<file path="config.mk">
export PLATFORM = sky130hd
export DESIGN_NAME = cubic_hermite_curve_sampler
export DESIGN_NICKNAME = d
export VERILOG_FILES = /design/src/rtl/core/chcs_pkg.sv /design/src/rtl/core/cubic_hermite_curve_sampler.sv
export SDC_FILE = /design/constraint.sdc
export NUM_CORES = 2
export LEC_CHECK = 0
export BUFFER_PORTS_ARGS = -buffer_cell sky130_fd_sc_hd__clkbuf_2
export CAP_MARGIN = 20
export CORE_UTILIZATION = 69
export CTS_CLUSTER_DIAMETER = 150
export CTS_CLUSTER_SIZE = 40
export DETAILED_ROUTE_END_ITERATION = 10
export PLACE_DENSITY = 0.88
export SLEW_MARGIN = 15
export SYNTH_ARGS = -nofsm -noshare
export SYNTH_HDL_FRONTEND = slang
export SYNTH_SLANG_ARGS = --single-unit
</file>
<file path="constraint.sdc">
create_clock -name clock -period 16.1 [get_ports clock]
set_clock_uncertainty 0.15 [all_clocks]
set_input_delay 0.805 -clock clock [delete_from_list [all_inputs] [get_ports clock]]
set_output_delay 0.805 -clock clock [all_outputs]
set_load 0.05 [all_outputs]
</file>
<file path="src/rtl/core/chcs_pkg.sv">
// ----------------------------------------------------------------------------
// chcs_pkg: shared types and constants for the cubic Hermite curve sampler
// Widths of the fixed-point datapath, sequencer step codes and the
// round-and-saturate helper used on the way out.
// ----------------------------------------------------------------------------
package chcs_pkg;

   localparam int MAX_POINTS = 64;
   localparam int COORD_W    = 16;
   localparam int FRAC_BITS  = 16;
   localparam int COUNT_W    = 7;
   localparam int OUT_W      = 18;

   // shared multiplier: weight (signed Q3.F) times coordinate or tangent
   localparam int MUL_A_W = FRAC_BITS + 4;
   localparam int MUL_B_W = COORD_W + 2;
   localparam int PROD_W  = MUL_A_W + MUL_B_W;
   localparam int ACC_W   = PROD_W + 2;
   localparam int DIV_CNT_W = $clog2(FRAC_BITS);

   // sequencer states
   typedef enum logic [2:0] {
      ST_IDLE   = 3'b001,
      ST_DIVIDE = 3'b010,
      ST_EVAL   = 3'b100
   } state_type;

   // evaluation phases inside ST_EVAL
   typedef logic [3:0] phase_type;
   localparam phase_type PH_SQUARE   = 4'd0;
   localparam phase_type PH_TT       = 4'd1;
   localparam phase_type PH_CUBE     = 4'd2;
   localparam phase_type PH_TTT      = 4'd3;
   localparam phase_type PH_WEIGHT   = 4'd4;
   localparam phase_type PH_MAC_FIRST = 4'd5;
   localparam phase_type PH_MAC_LAST = 4'd12;
   localparam phase_type PH_ACC_FIRST = 4'd6;
   localparam phase_type PH_ACC_LAST = 4'd13;
   localparam phase_type PH_EMIT     = 4'd14;

   // round to nearest (ties up) and clamp to the output range
   function automatic logic signed [OUT_W-1:0] round_sat(input logic signed [ACC_W-1:0] acc);
      logic signed [ACC_W-1:0] sum;
      logic signed [ACC_W-1:0] r;
      logic signed [ACC_W-1:0] hi;
      logic signed [ACC_W-1:0] lo;
      sum = acc + (ACC_W'(1) <<< (FRAC_BITS - 1));
      r   = sum >>> FRAC_BITS;
      hi  = (ACC_W'(1) <<< (OUT_W - 1)) - ACC_W'(1);
      lo  = -(ACC_W'(1) <<< (OUT_W - 1));
      if (r > hi) begin
         round_sat = hi[OUT_W-1:0];
      end else if (r < lo) begin
         round_sat = lo[OUT_W-1:0];
      end else begin
         round_sat = r[OUT_W-1:0];
      end
   endfunction

endpackage

</file>
<file path="src/rtl/core/cubic_hermite_curve_sampler.sv">
// ----------------------------------------------------------------------------
// cubic_hermite_curve_sampler: sampled cubic Hermite curve generator
// Takes four 2-D control points and a point count, emits that many points
// of the Hermite curve from the first to the fourth control point.
// ----------------------------------------------------------------------------
// Usage:
//   req_* is a valid/ready channel carrying one request transaction: four
//   control points and point_count N. N of zero is accepted and dropped;
//   N above 64 is clamped to 64.
//   rsp_* is a valid/ready channel; each transaction is one curve point,
//   rsp_last_point marks the final point of a request.
// Sequence:
//   Each point runs a radix-2 restoring divider that forms the 16 bits of
//   t = i*2^16/N, then 15 steps that run one shared 20x18 multiplier for
//   t^2, t^3 and the eight weight-times-coordinate products.
//   req_ready is high only between requests.
// Stall:
//   A finished point sits in the output register. If the next point is ready
//   before the receiver has taken it, the sequencer holds at its final step.
//   The last point of a request may still wait while the next request is
//   accepted.
// Reset: synchronous, active high; clears the sequencer and rsp_valid.
// ----------------------------------------------------------------------------
module cubic_hermite_curve_sampler
   import chcs_pkg::*;
(
   input  logic                       clock,
   input  logic                       reset,
   input  logic                       req_valid,
   output logic                       req_ready,
   input  logic signed [COORD_W-1:0]  req_start_x,
   input  logic signed [COORD_W-1:0]  req_start_y,
   input  logic signed [COORD_W-1:0]  req_second_x,
   input  logic signed [COORD_W-1:0]  req_second_y,
   input  logic signed [COORD_W-1:0]  req_third_x,
   input  logic signed [COORD_W-1:0]  req_third_y,
   input  logic signed [COORD_W-1:0]  req_end_x,
   input  logic signed [COORD_W-1:0]  req_end_y,
   input  logic [COUNT_W-1:0]         req_point_count,
   output logic                       rsp_valid,
   input  logic                       rsp_ready,
   output logic signed [OUT_W-1:0]    rsp_curve_x,
   output logic signed [OUT_W-1:0]    rsp_curve_y,
   output logic                       rsp_last_point
);

   localparam logic [COUNT_W-1:0] MAX_N = COUNT_W'(MAX_POINTS);

   // control registers
   state_type              state_ff, state_in;
   phase_type              phase_ff, phase_in;
   logic [DIV_CNT_W-1:0]   div_cnt_ff, div_cnt_in;
   logic [COUNT_W-1:0]     count_ff, count_in;
   logic [COUNT_W-1:0]     index_ff, index_in;
   logic                   rsp_valid_ff, rsp_valid_in;

   // datapath registers
   logic [COUNT_W-1:0]               rem_ff, rem_in;
   logic [FRAC_BITS-1:0]             t_ff, t_in;
   logic [FRAC_BITS-1:0]             tt_ff, tt_in;
   logic [FRAC_BITS-1:0]             ttt_ff, ttt_in;
   logic signed [PROD_W-1:0]         prod_ff, prod_in;
   logic signed [ACC_W-1:0]          acc_x_ff, acc_x_in;
   logic signed [ACC_W-1:0]          acc_y_ff, acc_y_in;
   logic signed [MUL_A_W-1:0]        weight_ff [4];
   logic signed [MUL_A_W-1:0]        weight_in [4];
   logic signed [MUL_B_W-1:0]        coef_ff [8];
   logic signed [MUL_B_W-1:0]        coef_in [8];
   logic signed [OUT_W-1:0]          curve_x_ff, curve_x_in;
   logic signed [OUT_W-1:0]          curve_y_ff, curve_y_in;
   logic                             last_ff, last_in;

   // combinational helpers
   logic                        req_fire;
   logic                        out_free;
   logic                        is_last;
   logic [COUNT_W:0]            rem_dbl;
   logic [2*FRAC_BITS-1:0]      prod_rnd;
   logic signed [MUL_A_W-1:0]   mul_a;
   logic signed [MUL_B_W-1:0]   mul_b;
   logic signed [MUL_A_W-1:0]   t_s, tt_s, ttt_s, one_s;
   logic [2:0]                  mac_sel;
   logic [2:0]                  acc_sel;
   logic [COUNT_W-1:0]          count_sat;

   assign req_ready      = (state_ff == ST_IDLE);
   assign req_fire       = req_valid && req_ready;
   assign out_free       = !rsp_valid_ff || rsp_ready;
   assign is_last        = (index_ff == count_ff - COUNT_W'(1));
   assign rsp_valid      = rsp_valid_ff;
   assign rsp_curve_x    = curve_x_ff;
   assign rsp_curve_y    = curve_y_ff;
   assign rsp_last_point = last_ff;

   assign count_sat = (req_point_count > MAX_N) ? MAX_N : req_point_count;
   assign rem_dbl   = {rem_ff, 1'b0};
   assign prod_rnd  = prod_ff[2*FRAC_BITS-1:0] + (2*FRAC_BITS)'(1 << (FRAC_BITS - 1));
   assign mac_sel   = 3'(phase_ff - PH_MAC_FIRST);
   assign acc_sel   = 3'(phase_ff - PH_ACC_FIRST);

   // Q0.F powers of t widened to the signed weight format
   assign t_s   = signed'({{(MUL_A_W-FRAC_BITS){1'b0}}, t_ff});
   assign tt_s  = signed'({{(MUL_A_W-FRAC_BITS){1'b0}}, tt_ff});
   assign ttt_s = signed'({{(MUL_A_W-FRAC_BITS){1'b0}}, ttt_ff});
   assign one_s = MUL_A_W'(1) <<< FRAC_BITS;

   // select shared multiplier operands for the current phase
   always_comb begin
      mul_a = t_s;
      mul_b = signed'({{(MUL_B_W-FRAC_BITS){1'b0}}, t_ff});
      case (phase_ff) inside
         PH_CUBE: begin
            mul_a = tt_s;
         end
         [PH_MAC_FIRST:PH_MAC_LAST]: begin
            mul_a = weight_ff[mac_sel[1:0]];
            mul_b = coef_ff[mac_sel];
         end
         default: begin
         end
      endcase
      prod_in = mul_a * mul_b;
   end

   // sequencer and datapath next state
   always_comb begin
      state_in     = state_ff;
      phase_in     = phase_ff;
      div_cnt_in   = div_cnt_ff;
      count_in     = count_ff;
      index_in     = index_ff;
      rem_in       = rem_ff;
      t_in         = t_ff;
      tt_in        = tt_ff;
      ttt_in       = ttt_ff;
      acc_x_in     = acc_x_ff;
      acc_y_in     = acc_y_ff;
      weight_in    = weight_ff;
      coef_in      = coef_ff;
      curve_x_in   = curve_x_ff;
      curve_y_in   = curve_y_ff;
      last_in      = last_ff;
      rsp_valid_in = rsp_valid_ff && !rsp_ready;

      case (state_ff)
         ST_IDLE: begin
            // latch a request; drop one that asks for no points
            if (req_fire && (req_point_count != '0)) begin
               count_in   = count_sat;
               index_in   = '0;
               rem_in     = '0;
               div_cnt_in = '0;
               coef_in[0] = MUL_B_W'(req_start_x);
               coef_in[1] = MUL_B_W'(req_second_x) - MUL_B_W'(req_start_x);
               coef_in[2] = MUL_B_W'(req_third_x) - MUL_B_W'(req_end_x);
               coef_in[3] = MUL_B_W'(req_end_x);
               coef_in[4] = MUL_B_W'(req_start_y);
               coef_in[5] = MUL_B_W'(req_second_y) - MUL_B_W'(req_start_y);
               coef_in[6] = MUL_B_W'(req_third_y) - MUL_B_W'(req_end_y);
               coef_in[7] = MUL_B_W'(req_end_y);
               state_in   = ST_DIVIDE;
            end
         end
         ST_DIVIDE: begin
            // one quotient bit of index * 2^F / count per cycle
            if (rem_dbl >= {1'b0, count_ff}) begin
               rem_in = COUNT_W'(rem_dbl - {1'b0, count_ff});
               t_in   = {t_ff[FRAC_BITS-2:0], 1'b1};
            end else begin
               rem_in = rem_dbl[COUNT_W-1:0];
               t_in   = {t_ff[FRAC_BITS-2:0], 1'b0};
            end
            div_cnt_in = div_cnt_ff + DIV_CNT_W'(1);
            if (div_cnt_ff == DIV_CNT_W'(FRAC_BITS - 1)) begin
               phase_in = PH_SQUARE;
               state_in = ST_EVAL;
            end
         end
         ST_EVAL: begin
            phase_in = phase_ff + phase_type'(1);
            case (phase_ff) inside
               PH_TT: begin
                  tt_in = prod_rnd[2*FRAC_BITS-1:FRAC_BITS];
               end
               PH_TTT: begin
                  ttt_in = prod_rnd[2*FRAC_BITS-1:FRAC_BITS];
               end
               PH_WEIGHT: begin
                  // Hermite basis in signed Q3.F
                  weight_in[0] = (ttt_s <<< 1) - (tt_s <<< 1) - tt_s + one_s;
                  weight_in[1] = ttt_s - (tt_s <<< 1) + t_s;
                  weight_in[2] = ttt_s - tt_s;
                  weight_in[3] = (tt_s <<< 1) + tt_s - (ttt_s <<< 1);
                  acc_x_in     = '0;
                  acc_y_in     = '0;
               end
               PH_EMIT: begin
                  // hold here until the output register frees up
                  phase_in = phase_ff;
                  if (out_free) begin
                     curve_x_in   = round_sat(acc_x_ff);
                     curve_y_in   = round_sat(acc_y_ff);
                     last_in      = is_last;
                     rsp_valid_in = 1'b1;
                     rem_in       = index_ff + COUNT_W'(1);
                     index_in     = index_ff + COUNT_W'(1);
                     div_cnt_in   = '0;
                     state_in     = is_last ? ST_IDLE : ST_DIVIDE;
                  end
               end
               default: begin
               end
            endcase
            // fold the previous product into the x or y sum
            if ((phase_ff >= PH_ACC_FIRST) && (phase_ff <= PH_ACC_LAST)) begin
               if (acc_sel[2]) begin
                  acc_y_in = acc_y_ff + {{(ACC_W-PROD_W){prod_ff[PROD_W-1]}}, prod_ff};
               end else begin
                  acc_x_in = acc_x_ff + {{(ACC_W-PROD_W){prod_ff[PROD_W-1]}}, prod_ff};
               end
            end
         end
         default: begin
            state_in = ST_IDLE;
         end
      endcase
   end

   // control registers
   always_ff @(posedge clock) begin
      if (reset) begin
         state_ff     <= ST_IDLE;
         phase_ff     <= PH_SQUARE;
         div_cnt_ff   <= '0;
         count_ff     <= '0;
         index_ff     <= '0;
         rsp_valid_ff <= 1'b0;
      end else begin
         state_ff     <= state_in;
         phase_ff     <= phase_in;
         div_cnt_ff   <= div_cnt_in;
         count_ff     <= count_in;
         index_ff     <= index_in;
         rsp_valid_ff <= rsp_valid_in;
      end
   end

   // payload registers
   always_ff @(posedge clock) begin
      rem_ff     <= rem_in;
      t_ff       <= t_in;
      tt_ff      <= tt_in;
      ttt_ff     <= ttt_in;
      prod_ff    <= prod_in;
      acc_x_ff   <= acc_x_in;
      acc_y_ff   <= acc_y_in;
      weight_ff  <= weight_in;
      coef_ff    <= coef_in;
      curve_x_ff <= curve_x_in;
      curve_y_ff <= curve_y_in;
      last_ff    <= last_in;
   end

endmodule

</file>
==> reports/summary.txt <==
metal1 wirelength - 38500 um
dpl ws - 6380 ps
vias per inst - 6.23
asr flop ratio synth - 0%
CTS tree - built
GPL Wtd Cong - 0.991
Worst R2R Start - phase_ff[0]
nets - 5237
top cell type's share of synthesized area - 27.0%
slowest stage delay, CP - 660 ps
most frequent cell on the critical path - fa_1
Clock Latency Late Sink - 600 ps
drt drc - 0
Cell variety after synth - 102
Area Growth Syn to Fin - 4.94%
Yosys warning total - 0
status - finished, final reports clean
Final Util - 73.3%
FMAX - 0.102 GHz
Pwr per Cell Area - 175 nW/um^2
io pins - 178
Num CTS Buffers - 15
number of max-cap violations - 0
Setup-failing EPs final - 0
Mapped Nets - 5131
relative slew slack - 19.4%
Post-Syn Area per Cell - 9.89 um^2
post-CTS setup buffer count - 0
endpoint type of the worst setup path - flop
Main synth FF type - edfxtp_1
all-layer global routing usage - 33.7%
critical path class - flop to flop
Crit Reg-Reg Endpoint - prod_ff[34]
RSZ-0062 raised after global routing - false
Area after DPL - 43600 um^2
post-route cell area - 44100 um^2
clk buf depth - 3
WL per Instance - 19.9 um
Arr. time, crit path - 10220 ps
Clock transition at path regs - 160 ps
largest cells by area after synthesis - edfxtp_1 27%, fa_1 19%, ha_1 10%
Final Hold Fails - 0
TNS Setup - 0 ps
H-tree depth - 1
Die Width - 249 um
top-count cell post-synth - inv_1
CTS Hold Bufs - 0
met3 wire length - 9000 um
share of cells above drive strength 1 - 8.29%
vias in the first global route - 32300
Root Buffer - clkbuf_16
hold path depth - 1
GRT Residual Overflow - 0
initial antenna violation count - 0
antenna-violating nets left - 0
Worst Setup Start Kind - flop
Mapped Cells - 4251
die area - 61900 um^2
Hold WC Path Type - input pin to flop
drt pass-1 iters - 6
WHS Endpoint - coef_ff[2]
CP max-delay cell - mux4_2
met2 wire length - 48400 um
non-filler cells, final - 5148
largest net degree at the start of global routing - 81
area leader, netlist - edfxtp_1
global-route wire length before repair - 166000 um
Filler cells - 4083
period utilization - 61.0%
port bufs - 177
Worst EP required - 16490 ps
initial DRC count - 3012
CTS resizes - 0
Tightest Pin Transition - 1210 ps
total vias in the final route - 32100
synthesized flop and latch total - 442
routed wire length - 102000 um
core area - 60200 um^2
dpl cells - 5119
fin crit period - 9830 ps
cell row count - 90
critical-path maximum fanout - 42
initial core utilization - 69.8%
final setup margin - 6270 ps
Die Y - 249 um
area of the mapped netlist - 42100 um^2
Lkg Pwr - 19.9 nW
Ant. Diodes - 0
sequential fraction of the synthesis area - 30.0%
Peak VDD IR - 0.570 mV
HPWL Detailed - 80600 um
R2R cell count - 29
clk sink count - 442
highest layer used for signal routing - met4
final-report max-slew violation count - 0
synth cell count leaders - 635 x inv_1, 390 x fa_1, 378 x edfxtp_1
reg-to-reg setup timing slack - 6270 ps
hold_sp - req_end_y[2]
EDFF count, synth - 378
report_power, final:
group / leakage [nW] / internal, mW / switching [mW]
Sequential: 3.99 / 1.54 / 0.132
Clock: 0.220 / 0.186 / 0.366
Combinational: 15.6 / 2.31 / 3.20
cells in the final DEF, fill, tap and decap left out, drive strengths merged, types with 14 or more instances in the layout:
cell / count
inv: 638
fa: 390
edfxtp: 378
nor2: 372
ha: 351
nand2: 299
o21ai: 240
a21oi: 229
clkbuf: 199
xnor2: 171
nand3: 158
xor2: 108
a21o: 108
dfxtp: 64
nor2b: 60
mux4: 51
nor3: 51
nand2b: 48
and2: 43
a211oi: 34
o21a: 30
buf: 27
and3: 27
or2: 26
a21boi: 23
o21bai: 22
nand4: 19
a31oi: 19
or3: 16
nor3b: 14
state kept, by name, indices dropped and copies added, names as in the netlist, 3 cells and up:
| register | cells |
|---|---|
| acc_x_ff | 40 |
| acc_y_ff | 40 |
| coef_ff | 132 |
| count_ff | 7 |
| div_cnt_ff | 4 |
| index_ff | 7 |
| phase_ff | 4 |
| prod_ff | 38 |
| rem_ff | 7 |
| rsp_curve_x | 18 |
| rsp_curve_y | 18 |
| state_ff | 3 |
| t_ff | 16 |
| tt_ff | 16 |
| ttt_ff | 16 |
| weight_ff | 74 |
layout make-up:
type	instances	area, um^2	area share [%]
tap	782	978	2.22
multi-input combinational	3059	26600	60.2
sequential	442	12600	28.6
timing repair buffer	204	1110	2.51
clock buffer	22	402	0.910
clock inverter	4	51.3	0.116
inverter	635	2390	5.41
cell families after synthesis:
| family | count (synthesis) | share of synthesized area, % |
|---|---|---|
| XOR/XNOR | 279 | 5.83 |
| AO/OA/AOI/OAI | 819 | 12.5 |
| AND/OR/NAND/NOR | 1166 | 13.0 |
| flip-flops | 442 | 30.0 |
| multiplexers | 54 | 2.81 |
| adder cells (fa/ha/maj) | 741 | 29.0 |
| buffers and inverters | 750 | 6.86 |
metrics by stage:
| step | power (mW) | hold WS (ps) |
|---|---|---|
| 2_1_floorplan | 5.93 | 313 |
| 3_3_place_gp | 6.92 | 332 |
| 3_5_place_dp | 7.11 | 347 |
| 4_1_cts | 7.68 | 245 |
| 5_1_grt | 8.55 | 242 |
| 6_report | 7.74 | 244 |
critical path, delay by kind of cell (launching register included):
| family | cells | cell delay (ps) |
|---|---|---|
| mux | 1 | 660 |
| buf+inv | 7 | 1570 |
| flops | 1 | 550 |
| simple gates | 6 | 1370 |
| fa+ha+maj | 8 | 4040 |
| xor+xnor | 1 | 150 |
| compound gates | 6 | 1200 |
worst max path at each step:
stage	from	endpoint	slack (ps)	cells after the start
after floorplan	phase_ff[0]	prod_ff[36]	7780	33
after global placement	phase_ff[0]	prod_ff[36]	6710	29
after detailed placement	phase_ff[0]	prod_ff[34]	6380	29
after CTS	phase_ff[0]	prod_ff[34]	6360	29
after global routing	phase_ff[0]	prod_ff[34]	5730	29
final	phase_ff[0]	prod_ff[34]	6270	29
metal layers:
layer  vias to the layer above  GRT usage, %
met5                         -             0
met4                         0          18.1
met3                       337          4.36
met2                      1629          55.7
met1                     15500          43.5
li1                      14600             -
Power figures use the tool's default switching activity.
